===== src/design/stfmt_pkg.sv =====
// ----------------------------------------------------------------------------
// stfmt_pkg
// Shared types and constants of the stopwatch time formatter.
// ----------------------------------------------------------------------------
package stfmt_pkg;

  // elapsed-time queue between front and back
  localparam int unsigned QUEUE_DEPTH_DEF = 2;

  localparam int unsigned MS_W   = 32;
  localparam int unsigned CHAR_W = 6;
  localparam int unsigned POS_W  = 4;

  // display character codes
  localparam logic [CHAR_W-1:0] CH_SPACE  = 6'd32;
  localparam logic [CHAR_W-1:0] CH_PERIOD = 6'd46;
  localparam logic [CHAR_W-1:0] CH_ZERO   = 6'd48;
  localparam logic [CHAR_W-1:0] CH_COLON  = 6'd58;

  // display positions, leftmost first
  localparam logic [POS_W-1:0] POS_H3    = 4'd0;
  localparam logic [POS_W-1:0] POS_H2    = 4'd1;
  localparam logic [POS_W-1:0] POS_H1    = 4'd2;
  localparam logic [POS_W-1:0] POS_H0    = 4'd3;
  localparam logic [POS_W-1:0] POS_HCOL  = 4'd4;
  localparam logic [POS_W-1:0] POS_MT    = 4'd5;
  localparam logic [POS_W-1:0] POS_MU    = 4'd6;
  localparam logic [POS_W-1:0] POS_MCOL  = 4'd7;
  localparam logic [POS_W-1:0] POS_ST    = 4'd8;
  localparam logic [POS_W-1:0] POS_SU    = 4'd9;
  localparam logic [POS_W-1:0] POS_DOT   = 4'd10;
  localparam logic [POS_W-1:0] POS_MSH   = 4'd11;
  localparam logic [POS_W-1:0] POS_MST   = 4'd12;
  localparam logic [POS_W-1:0] POS_MSU   = 4'd13;
  localparam logic [POS_W-1:0] POS_LAST  = POS_MSU;

  // decimal digits of one elapsed time, hd0 is the thousands-of-hours digit
  typedef struct packed {
    logic       hrs_nz;
    logic [3:0] hd0;
    logic [3:0] hd1;
    logic [3:0] hd2;
    logic [3:0] hd3;
    logic [3:0] min_t;
    logic [3:0] min_u;
    logic [3:0] sec_t;
    logic [3:0] sec_u;
    logic [3:0] ms_h;
    logic [3:0] ms_t;
    logic [3:0] ms_u;
  } digits_t;

  function automatic logic [CHAR_W-1:0] digit_char(input logic [3:0] d);
    digit_char = CH_ZERO + {2'b00, d};
  endfunction

endpackage


===== src/design/stfmt_front.sv =====
// ----------------------------------------------------------------------------
// stfmt_front
// Intake stage: takes a timestamp pair and registers the elapsed time.
// ----------------------------------------------------------------------------
module stfmt_front (
  input  logic                        clk,
  input  logic                        rst_n,
  input  logic                        in_valid,
  output logic                        in_ready,
  input  logic [stfmt_pkg::MS_W-1:0]  start_ms,
  input  logic [stfmt_pkg::MS_W-1:0]  end_ms,
  output logic                        el_valid,
  input  logic                        el_ready,
  output logic [stfmt_pkg::MS_W-1:0]  el_ms
);

  logic                       valid_r;
  logic                       valid_nxt;
  logic [stfmt_pkg::MS_W-1:0] elapsed_r;

  assign in_ready = !valid_r || el_ready;

  always_comb begin
    valid_nxt = valid_r;
    if (in_ready) begin
      valid_nxt = in_valid;
    end
  end

  always_ff @(posedge clk) begin
    if (!rst_n) begin
      valid_r <= 1'b0;
    end else begin
      valid_r <= valid_nxt;
    end
  end

  // wraps modulo 2^32 like a free-running counter
  always_ff @(posedge clk) begin
    if (in_ready && in_valid) begin
      elapsed_r <= end_ms - start_ms;
    end
  end

  assign el_valid = valid_r;
  assign el_ms    = elapsed_r;

endmodule


===== src/design/stfmt_queue.sv =====
// ----------------------------------------------------------------------------
// stfmt_queue
// Short first-in first-out queue of elapsed times between front and back.
// ----------------------------------------------------------------------------
module stfmt_queue #(
  parameter int unsigned DEPTH = stfmt_pkg::QUEUE_DEPTH_DEF
) (
  input  logic                        clk,
  input  logic                        rst_n,
  input  logic                        wr_valid,
  output logic                        wr_ready,
  input  logic [stfmt_pkg::MS_W-1:0]  wr_data,
  output logic                        rd_valid,
  input  logic                        rd_ready,
  output logic [stfmt_pkg::MS_W-1:0]  rd_data
);

  localparam int unsigned PTR_W = (DEPTH > 1) ? $clog2(DEPTH) : 1;
  localparam int unsigned CNT_W = $clog2(DEPTH + 1);
  localparam logic [PTR_W-1:0] PTR_MAX = PTR_W'(DEPTH - 1);
  localparam logic [CNT_W-1:0] CNT_FULL = CNT_W'(DEPTH);

  logic [stfmt_pkg::MS_W-1:0] entry_r [DEPTH];
  logic [PTR_W-1:0]           wr_ptr_r, wr_ptr_nxt;
  logic [PTR_W-1:0]           rd_ptr_r, rd_ptr_nxt;
  logic [CNT_W-1:0]           count_r, count_nxt;
  logic                       push, pop;

  assign wr_ready = (count_r != CNT_FULL);
  assign rd_valid = (count_r != '0);
  assign rd_data  = entry_r[rd_ptr_r];
  assign push     = wr_valid && wr_ready;
  assign pop      = rd_valid && rd_ready;

  always_comb begin
    wr_ptr_nxt = wr_ptr_r;
    rd_ptr_nxt = rd_ptr_r;
    count_nxt  = count_r;
    if (push) begin
      wr_ptr_nxt = (wr_ptr_r == PTR_MAX) ? '0 : wr_ptr_r + 1'b1;
    end
    if (pop) begin
      rd_ptr_nxt = (rd_ptr_r == PTR_MAX) ? '0 : rd_ptr_r + 1'b1;
    end
    if (push && !pop) begin
      count_nxt = count_r + 1'b1;
    end else if (pop && !push) begin
      count_nxt = count_r - 1'b1;
    end
  end

  always_ff @(posedge clk) begin
    if (!rst_n) begin
      wr_ptr_r <= '0;
      rd_ptr_r <= '0;
      count_r  <= '0;
    end else begin
      wr_ptr_r <= wr_ptr_nxt;
      rd_ptr_r <= rd_ptr_nxt;
      count_r  <= count_nxt;
    end
  end

  always_ff @(posedge clk) begin
    if (push) begin
      entry_r[wr_ptr_r] <= wr_data;
    end
  end

endmodule


===== src/design/stfmt_conv.sv =====
// ----------------------------------------------------------------------------
// stfmt_conv
// Five-stage pipeline splitting elapsed milliseconds into decimal digits.
// ----------------------------------------------------------------------------
module stfmt_conv (
  input  logic                        clk,
  input  logic                        rst_n,
  input  logic                        el_valid,
  output logic                        el_ready,
  input  logic [stfmt_pkg::MS_W-1:0]  el_ms,
  output logic                        dig_valid,
  input  logic                        dig_ready,
  output stfmt_pkg::digits_t          dig
);

  // reciprocal constants, exact over the value ranges seen here
  localparam logic [28:0] DIV1000_K = 29'd274877907;  // shift 38
  localparam logic [22:0] DIV60_K   = 23'd4473925;    // shift 28
  localparam logic [12:0] DIV10_K   = 13'd6554;       // shift 16
  localparam logic [10:0] DIV100_K  = 11'd1311;       // shift 17
  localparam logic [10:0] DIV1K_K   = 11'd1049;       // shift 20
  localparam logic [7:0]  DIV10S_K  = 8'd205;         // shift 11, six-bit values

  logic [4:0] v_r, v_nxt;
  logic       adv;

  // stage 1
  logic [60:0] p1_r;
  logic [31:0] x1_r;
  // stage 2
  logic [44:0] p2_r;
  logic [22:0] q1_r;
  logic [9:0]  ms2_r;
  // stage 3
  logic [38:0] p3_r;
  logic [16:0] q2_r;
  logic [9:0]  ms3_r;
  logic [5:0]  sec3_r;
  // stage 4
  logic [10:0] hrs4_r;
  logic [6:0]  ha4_r;
  logic [4:0]  hb4_r;
  logic [1:0]  hc4_r;
  logic [9:0]  ms4_r;
  logic [6:0]  msa4_r;
  logic [3:0]  msh4_r;
  logic [5:0]  sec4_r;
  logic [2:0]  sect4_r;
  logic [5:0]  min4_r;
  // stage 5
  stfmt_pkg::digits_t dig_r, dig_nxt;

  // combinational helpers
  logic [22:0] q1;
  logic [16:0] q2;
  logic [10:0] hrs;
  logic [23:0] ha_p;
  logic [21:0] hb_p;
  logic [21:0] hc_p;
  logic [20:0] msh_p;
  logic [22:0] msa_p;
  logic [13:0] sec_p;
  logic [13:0] min_p;
  logic [2:0]  min_t;

  assign adv      = !v_r[4] || dig_ready;
  assign el_ready = adv;

  always_comb begin
    v_nxt = v_r;
    if (adv) begin
      v_nxt = {v_r[3:0], el_valid};
    end
  end

  always_ff @(posedge clk) begin
    if (!rst_n) begin
      v_r <= '0;
    end else begin
      v_r <= v_nxt;
    end
  end

  assign q1    = p1_r[60:38];
  assign q2    = p2_r[44:28];
  assign hrs   = p3_r[38:28];
  assign ha_p  = 24'(hrs) * 24'(DIV10_K);
  assign hb_p  = 22'(hrs) * 22'(DIV100_K);
  assign hc_p  = 22'(hrs) * 22'(DIV1K_K);
  assign msh_p = 21'(ms3_r) * 21'(DIV100_K);
  assign msa_p = 23'(ms3_r) * 23'(DIV10_K);
  assign sec_p = 14'(sec3_r) * 14'(DIV10S_K);
  assign min_p = 14'(min4_r) * 14'(DIV10S_K);
  assign min_t = min_p[13:11];

  // last stage: remainders by ten give the digits
  always_comb begin
    dig_nxt.hrs_nz = (hrs4_r != '0);
    dig_nxt.hd0    = {2'b00, hc4_r};
    dig_nxt.hd1    = hb4_r[3:0] - 4'({2'b00, hc4_r} * 4'd10);
    dig_nxt.hd2    = ha4_r[3:0] - 4'(hb4_r[3:0] * 4'd10);
    dig_nxt.hd3    = hrs4_r[3:0] - 4'(ha4_r[3:0] * 4'd10);
    dig_nxt.min_t  = {1'b0, min_t};
    dig_nxt.min_u  = min4_r[3:0] - 4'({1'b0, min_t} * 4'd10);
    dig_nxt.sec_t  = {1'b0, sect4_r};
    dig_nxt.sec_u  = sec4_r[3:0] - 4'({1'b0, sect4_r} * 4'd10);
    dig_nxt.ms_h   = msh4_r;
    dig_nxt.ms_t   = msa4_r[3:0] - 4'(msh4_r * 4'd10);
    dig_nxt.ms_u   = ms4_r[3:0] - 4'(msa4_r[3:0] * 4'd10);
  end

  always_ff @(posedge clk) begin
    if (adv) begin
      // seconds = elapsed / 1000
      p1_r    <= 61'(el_ms) * 61'(DIV1000_K);
      x1_r    <= el_ms;
      // minutes = seconds / 60, milliseconds = remainder
      p2_r    <= 45'(q1) * 45'(DIV60_K);
      q1_r    <= q1;
      ms2_r   <= x1_r[9:0] - 10'(q1[9:0] * 10'd1000);
      // hours = minutes / 60, seconds = remainder
      p3_r    <= 39'(q2) * 39'(DIV60_K);
      q2_r    <= q2;
      ms3_r   <= ms2_r;
      sec3_r  <= q1_r[5:0] - 6'(q2[5:0] * 6'd60);
      // digit quotients
      hrs4_r  <= hrs;
      ha4_r   <= ha_p[22:16];
      hb4_r   <= hb_p[21:17];
      hc4_r   <= hc_p[21:20];
      ms4_r   <= ms3_r;
      msa4_r  <= msa_p[22:16];
      msh4_r  <= msh_p[20:17];
      sec4_r  <= sec3_r;
      sect4_r <= sec_p[13:11];
      min4_r  <= q2_r[5:0] - 6'(hrs[5:0] * 6'd60);
      dig_r   <= dig_nxt;
    end
  end

  // stage 4 quotients all come from stage 3 values, hours included
  assign dig_valid = v_r[4];
  assign dig       = dig_r;

endmodule


===== src/design/stfmt_emit.sv =====
// ----------------------------------------------------------------------------
// stfmt_emit
// Character sequencer: sends the fourteen display characters of one time.
// ----------------------------------------------------------------------------
module stfmt_emit (
  input  logic                               clk,
  input  logic                               rst_n,
  input  logic                               dig_valid,
  output logic                               dig_ready,
  input  stfmt_pkg::digits_t                 dig,
  output logic                               out_valid,
  input  logic                               out_ready,
  output logic [stfmt_pkg::CHAR_W-1:0]       char_code,
  output logic [stfmt_pkg::POS_W-1:0]        position,
  output logic                               last
);

  stfmt_pkg::digits_t               rec_r;
  logic                             have_r, have_nxt;
  logic [stfmt_pkg::POS_W-1:0]      pos_r, pos_nxt;
  logic                             oval_r, oval_nxt;
  logic [stfmt_pkg::CHAR_W-1:0]     char_r;
  logic [stfmt_pkg::POS_W-1:0]      opos_r;
  logic                             olast_r;
  logic [stfmt_pkg::CHAR_W-1:0]     ch;
  logic                             send, at_last, load;

  assign send      = have_r && (!oval_r || out_ready);
  assign at_last   = (pos_r == stfmt_pkg::POS_LAST);
  assign dig_ready = !have_r || (send && at_last);
  assign load      = dig_valid && dig_ready;

  always_comb begin
    ch = stfmt_pkg::CH_SPACE;
    case (pos_r)
      stfmt_pkg::POS_H3: begin
        if (rec_r.hrs_nz && rec_r.hd0 != '0) ch = stfmt_pkg::digit_char(rec_r.hd0);
      end
      stfmt_pkg::POS_H2: begin
        if (rec_r.hrs_nz && (rec_r.hd0 != '0 || rec_r.hd1 != '0)) begin
          ch = stfmt_pkg::digit_char(rec_r.hd1);
        end
      end
      stfmt_pkg::POS_H1: begin
        if (rec_r.hrs_nz && (rec_r.hd0 != '0 || rec_r.hd1 != '0 || rec_r.hd2 != '0)) begin
          ch = stfmt_pkg::digit_char(rec_r.hd2);
        end
      end
      stfmt_pkg::POS_H0: begin
        if (rec_r.hrs_nz) ch = stfmt_pkg::digit_char(rec_r.hd3);
      end
      stfmt_pkg::POS_HCOL: begin
        if (rec_r.hrs_nz) ch = stfmt_pkg::CH_COLON;
      end
      stfmt_pkg::POS_MT: begin
        if (rec_r.hrs_nz || rec_r.min_t != '0) ch = stfmt_pkg::digit_char(rec_r.min_t);
      end
      stfmt_pkg::POS_MU:  ch = stfmt_pkg::digit_char(rec_r.min_u);
      stfmt_pkg::POS_MCOL: begin
        // blinks off in the second half of each second
        if (rec_r.ms_h <= 4'd4) ch = stfmt_pkg::CH_COLON;
      end
      stfmt_pkg::POS_ST:  ch = stfmt_pkg::digit_char(rec_r.sec_t);
      stfmt_pkg::POS_SU:  ch = stfmt_pkg::digit_char(rec_r.sec_u);
      stfmt_pkg::POS_DOT: ch = stfmt_pkg::CH_PERIOD;
      stfmt_pkg::POS_MSH: ch = stfmt_pkg::digit_char(rec_r.ms_h);
      stfmt_pkg::POS_MST: ch = stfmt_pkg::digit_char(rec_r.ms_t);
      stfmt_pkg::POS_MSU: ch = stfmt_pkg::digit_char(rec_r.ms_u);
      default:            ch = stfmt_pkg::CH_SPACE;
    endcase
  end

  always_comb begin
    have_nxt = have_r;
    pos_nxt  = pos_r;
    oval_nxt = oval_r;
    if (out_ready) begin
      oval_nxt = 1'b0;
    end
    if (send) begin
      oval_nxt = 1'b1;
      pos_nxt  = pos_r + 1'b1;
      if (at_last) begin
        have_nxt = 1'b0;
      end
    end
    if (load) begin
      have_nxt = 1'b1;
      pos_nxt  = '0;
    end
  end

  always_ff @(posedge clk) begin
    if (!rst_n) begin
      have_r <= 1'b0;
      pos_r  <= '0;
      oval_r <= 1'b0;
    end else begin
      have_r <= have_nxt;
      pos_r  <= pos_nxt;
      oval_r <= oval_nxt;
    end
  end

  always_ff @(posedge clk) begin
    if (load) begin
      rec_r <= dig;
    end
    if (send) begin
      char_r  <= ch;
      opos_r  <= pos_r;
      olast_r <= at_last;
    end
  end

  assign out_valid = oval_r;
  assign char_code = char_r;
  assign position  = opos_r;
  assign last      = olast_r;

endmodule


===== src/design/stopwatch_time_formatter_core.sv =====
// ----------------------------------------------------------------------------
// stopwatch_time_formatter_core
// Turns a start/end millisecond timestamp pair into the fourteen characters
// of an elapsed-time display, 'HHHH:MM:SS.mmm', one character per transaction.
// ----------------------------------------------------------------------------
//
//  channel | direction | tdata (low bit first)          | tuser | tlast
//  --------+-----------+--------------------------------+-------+----------------
//  in_     | slave     | start_ms[31:0], end_ms[63:32]  | -     | -
//  out_    | master    | char_code[5:0], position[9:6]  | -     | last character
//
//  one input transaction yields fourteen output transactions, one per cycle
//  while out_tready is high; sustained input rate is set by the character sequencer,
//  which loads the next time as it sends the last character of the current one
//  synchronous active-low reset clears all valid flags, counters and pointers
//  front and back stall independently; the queue and output register absorb
//  back-pressure on out_ without dropping or repeating characters
//
module stopwatch_time_formatter_core #(
  parameter int unsigned QUEUE_DEPTH = stfmt_pkg::QUEUE_DEPTH_DEF
) (
  input  logic        clk,
  input  logic        rst_n,
  // timestamp pair in
  input  logic        in_tvalid,
  output logic        in_tready,
  input  logic [63:0] in_tdata,   // start_ms[31:0], end_ms[63:32]
  // display characters out
  output logic        out_tvalid,
  input  logic        out_tready,
  output logic [15:0] out_tdata,  // char_code[5:0], position[9:6], zero pad
  output logic        out_tlast
);

  // front to queue
  logic                              fe_valid;
  logic                              fe_ready;
  logic [stfmt_pkg::MS_W-1:0]        fe_ms;
  // queue to converter
  logic                              q_valid;
  logic                              q_ready;
  logic [stfmt_pkg::MS_W-1:0]        q_ms;
  // converter to character sequencer
  logic                              dig_valid;
  logic                              dig_ready;
  stfmt_pkg::digits_t                dig;
  // character fields
  logic [stfmt_pkg::CHAR_W-1:0]      char_code;
  logic [stfmt_pkg::POS_W-1:0]       position;

  // front: elapsed = end - start, modulo 2^32
  stfmt_front u_front (
    .clk      (clk),
    .rst_n    (rst_n),
    .in_valid (in_tvalid),
    .in_ready (in_tready),
    .start_ms (in_tdata[31:0]),
    .end_ms   (in_tdata[63:32]),
    .el_valid (fe_valid),
    .el_ready (fe_ready),
    .el_ms    (fe_ms)
  );

  // decouples intake from the character loop
  stfmt_queue #(
    .DEPTH (QUEUE_DEPTH)
  ) u_queue (
    .clk      (clk),
    .rst_n    (rst_n),
    .wr_valid (fe_valid),
    .wr_ready (fe_ready),
    .wr_data  (fe_ms),
    .rd_valid (q_valid),
    .rd_ready (q_ready),
    .rd_data  (q_ms)
  );

  // back, part one: split into hours, minutes, seconds, ms and their digits
  stfmt_conv u_conv (
    .clk       (clk),
    .rst_n     (rst_n),
    .el_valid  (q_valid),
    .el_ready  (q_ready),
    .el_ms     (q_ms),
    .dig_valid (dig_valid),
    .dig_ready (dig_ready),
    .dig       (dig)
  );

  // back, part two: blanking rules and one character per cycle while out_tready is high
  stfmt_emit u_emit (
    .clk       (clk),
    .rst_n     (rst_n),
    .dig_valid (dig_valid),
    .dig_ready (dig_ready),
    .dig       (dig),
    .out_valid (out_tvalid),
    .out_ready (out_tready),
    .char_code (char_code),
    .position  (position),
    .last      (out_tlast)
  );

  assign out_tdata = {6'b000000, position, char_code};

endmodule


===== config.mk =====
export PLATFORM = sky130hd
export DESIGN_NAME = stopwatch_time_formatter_core
export DESIGN_NICKNAME = d
export VERILOG_FILES = /design/src/design/stfmt_pkg.sv /design/src/design/stfmt_front.sv /design/src/design/stfmt_queue.sv /design/src/design/stfmt_conv.sv /design/src/design/stfmt_emit.sv /design/src/design/stopwatch_time_formatter_core.sv
export SDC_FILE = /design/constraint.sdc
export NUM_CORES = 2
export LEC_CHECK = 0
export CORE_UTILIZATION = 59
export DETAILED_ROUTE_END_ITERATION = 10
export DONT_BUFFER_PORTS = 1
export GPL_TIMING_DRIVEN = 0
export PLACE_DENSITY = 0.78
export REMOVE_ABC_BUFFERS = 1
export SETUP_SLACK_MARGIN = 0.4
export SLEW_MARGIN = 20
export SYNTH_ARGS = -nofsm -noshare
export SYNTH_HDL_FRONTEND = slang
export SYNTH_SLANG_ARGS = --single-unit
export TNS_END_PERCENT = 100

===== constraint.sdc =====
create_clock -name clk -period 7.7 [get_ports clk]
set_clock_uncertainty 0.05 [all_clocks]
set_input_delay 0.385 -clock clk [delete_from_list [all_inputs] [get_ports clk]]
set_output_delay 0.385 -clock clk [all_outputs]
set_load 0.02 [all_outputs]

==> metrics.yaml <==
row_count: 101
ys_types: 78
nFillCells: 4986
rsz0062_at_grt: "true"
relSlewSlack_pct: 40.1
synth_top_area_share_pct: 29.7
grt_pass1_wl_um: 165000
synth.ff_latch_count: 350
drt_iter0_drc: 2231
cts_tree: "built"
maxCapViolCount: 0
io-pin-count: 87
fin_ws_ns: -0.616
cp_data_arrival_time_ns: 8.58
place_ws_ns: -1.36
clock.fmax_mhz: 120
yosysMostFrequentCell: "inv_1"
area_growth_pct: 12.7
clock_path_buffers: 3
min_period_ns: 8.32
clock-sinks: 350
grt_antenna_before_repair: 1
worst_r2r_path_depth: 32
ys.flop_type: "edfxtp_1"
critPathSlowestCell: "fa_1"
ctsRootBufferMaster: "clkbuf_16"
fp.coreArea_sq_um: 75800
hp-class: "in2reg"
r2r_setup_slack_ns: -0.62
timing.rr.end: "u_conv.p1_r[50]"
antenna_left: 0
syn_area_per_cell_sq_um: 11.3
vias: 30279
drt_wl_total_um: 108000
slew_violations: 0
final.setup.tns_ns: -8.67
syn_inst: 4009
dp_hpwl_um: 69800
fin_crit_sh_pct: 108
required_ns: 7.97
status: "finished with violations"
violations: "negative setup slack"
gr-total-overflow: 0
h-tree-depth: 2
fin_nets: 5911
multiInputGateArea_sq_um: 32100
end_kind: "flip-flop"
critPathLaunchType: "flip-flop"
drt_pass1_iterations: 6
cp_max_fo: 6
path_clk_slew_ns: 0.06
cpPeakStageDelay_ns: 0.59
setup_viol: 22
routabilityCongestion: 0.891
worst_pin_slew_ns: 0.898
setup.worst_path.end: "u_conv.p1_r[50]"
yosysWarnings: 0
hold_viol: 0
ys_top_cells_by_count: "inv_1, ha_1, fa_1, edfxtp_1, xnor2_1"
initial_core_util_pct: 59.6
grt_pass1_vias: 31750
grt_max_degree: 108
synthTopCellsByArea: "ha_1, fa_1, edfxtp_1"
die_y_um: 279
numCtsBuffers: 39
io_buffers: 0
synth_top_area_cell: "ha_1"
ys_seq_area_share_pct: 22.9
antenna_cells: 0
grtUsageTotal_pct: 27.0
critPathKind: "reg2reg"
die_area_sq_um: 77700
crit_top_cell: "fa_1"
wl_per_cell_um: 20.6
syn-cell-area_sq_um: 45200
worstSkewPairLatency_ns: 0.59
vias_per_cell: 5.80
synth_edf_count: 333
die_x_um: 279
async_flop_share_pct: 0
seqCellArea_sq_um: 10300
layout-drive-gt1-share_pct: 11.6
drc_errors: 0
state kept, by name (all words and copies together) (netlist names), 5 cells and up, named ones only:
name	cells
u_conv.dig	41
u_conv.hrs4_r	11
u_conv.min4_r	6
u_conv.ms2_r	10
u_conv.ms3_r	10
u_conv.p1_r	23
u_conv.p2_r	17
u_conv.p3_r	11
u_conv.q1_r	6
u_conv.q2_r	6
u_conv.sec3_r	6
u_conv.v_r	5
u_conv.x1_r	10
u_emit.char_code	5
u_emit.rec_r	41
u_front.el_ms	32
u_queue.entry_r	64
how the worst min path moves through the flow:
stage,slack [ns],start,end,cells past startpoint
2_1_floorplan,0.35,u_conv.ms4_r[0],u_conv.dig[0],0
3_3_place_gp,0.35,u_conv.ms2_r[3],u_conv.ms3_r[3],0
3_5_place_dp,0.35,u_conv.dig[11],u_emit.rec_r[11],0
4_1_cts,0.02,out_tready,u_emit.out_valid,2
5_1_grt,0.04,out_tready,u_emit.out_valid,2
6_report,0.05,out_tready,u_emit.out_valid,2
layer usage:
metal / track usage [%] / vias up / wire length, um
li1: - / 13556 / -
met4: 12.2 / 2 / 7040
met3: 4.81 / 565 / 8940
met1: 33.3 / 14749 / 40300
met5: 0 / - / 9
met2: 46.1 / 1407 / 51500
through the flow:
stage / hold WS, ns / std cells / area, sq um / utilization (%)
after floorplan: 0.350 / 3990 / 45100 / -
after global placement: 0.351 / 4968 / 46300 / 61.1
after detailed placement: 0.355 / 4973 / 46400 / 61.2
after CTS: 0.0178 / 5183 / 50300 / 66.3
after global routing: 0.0377 / 5221 / 50900 / 67.2
final: 0.0547 / 5221 / 50900 / 67.2
area by class of cell:
cell class                 instances  share of cell area [%]
clock inverter                    25                   0.457
tap                              978                    2.40
timing repair buffer             182                    3.51
sequential                       350                    20.3
multi-input combinational       2545                    63.0
clock buffer                      46                    2.03
inverter                        1095                    8.25
cells in the final DEF, fill, tap and decap left out, types with 14 or more instances in the layout:
| cell type | instances |
|---|---|
| ha_1 | 1006 |
| nand3_1 | 25 |
| xnor2_1 | 113 |
| o21a_1 | 26 |
| ha_4 | 59 |
| fa_2 | 25 |
| dfxtp_1 | 16 |
| clkinvlp_4 | 19 |
| buf_6 | 36 |
| buf_4 | 123 |
| xor2_1 | 38 |
| fa_1 | 534 |
| nor3_1 | 23 |
| buf_12 | 15 |
| inv_2 | 30 |
| edfxtp_1 | 333 |
| inv_1 | 1042 |
| nand4_1 | 23 |
| nor2_1 | 71 |
| nand2b_1 | 17 |
| nor2b_1 | 25 |
| a21o_1 | 65 |
| clkbuf_16 | 40 |
| o21ai_0 | 60 |
| a211oi_1 | 14 |
| nand2_1 | 54 |
| a21oi_1 | 99 |
| mux2i_4 | 23 |
cell families after synthesis:
kind of cell    after synthesis  synth area share, %
buf+inv                    1119                 9.36
flops                       350                 22.9
xor+xnor                    156                 3.02
compound gates              409                 6.00
mux                          35                0.803
fa+ha+maj                  1630                 54.4
other cells                   2               0.0166
simple gates                308                 3.48
what timing repair did:
action / in CTS / in global routing
gates cloned: 3 / 0
setup buffers: 134 / 38
hold buffers: 2 / 0
setup endpoints to repair: 23 / 23
endpoints found under the hold margin: 13 / 0
pin swaps: 153 / 36
gates resized for setup: 256 / 64
worst max-delay path: cells and delay by family (launching register included):
kind,cells,cell delay (ns)
AOI/OAI and AO/OA,7,1.40
adders and majority gates,9,4.08
xor gates and xnor gates,1,0.13
buffers and inverters,11,1.22
DFF,1,0.45
muxes,1,0.25
and+or+nand+nor,3,0.45
Power is not shown: default switching activity piles up to over one toggle a cycle in this logic, so the estimate is an artifact.
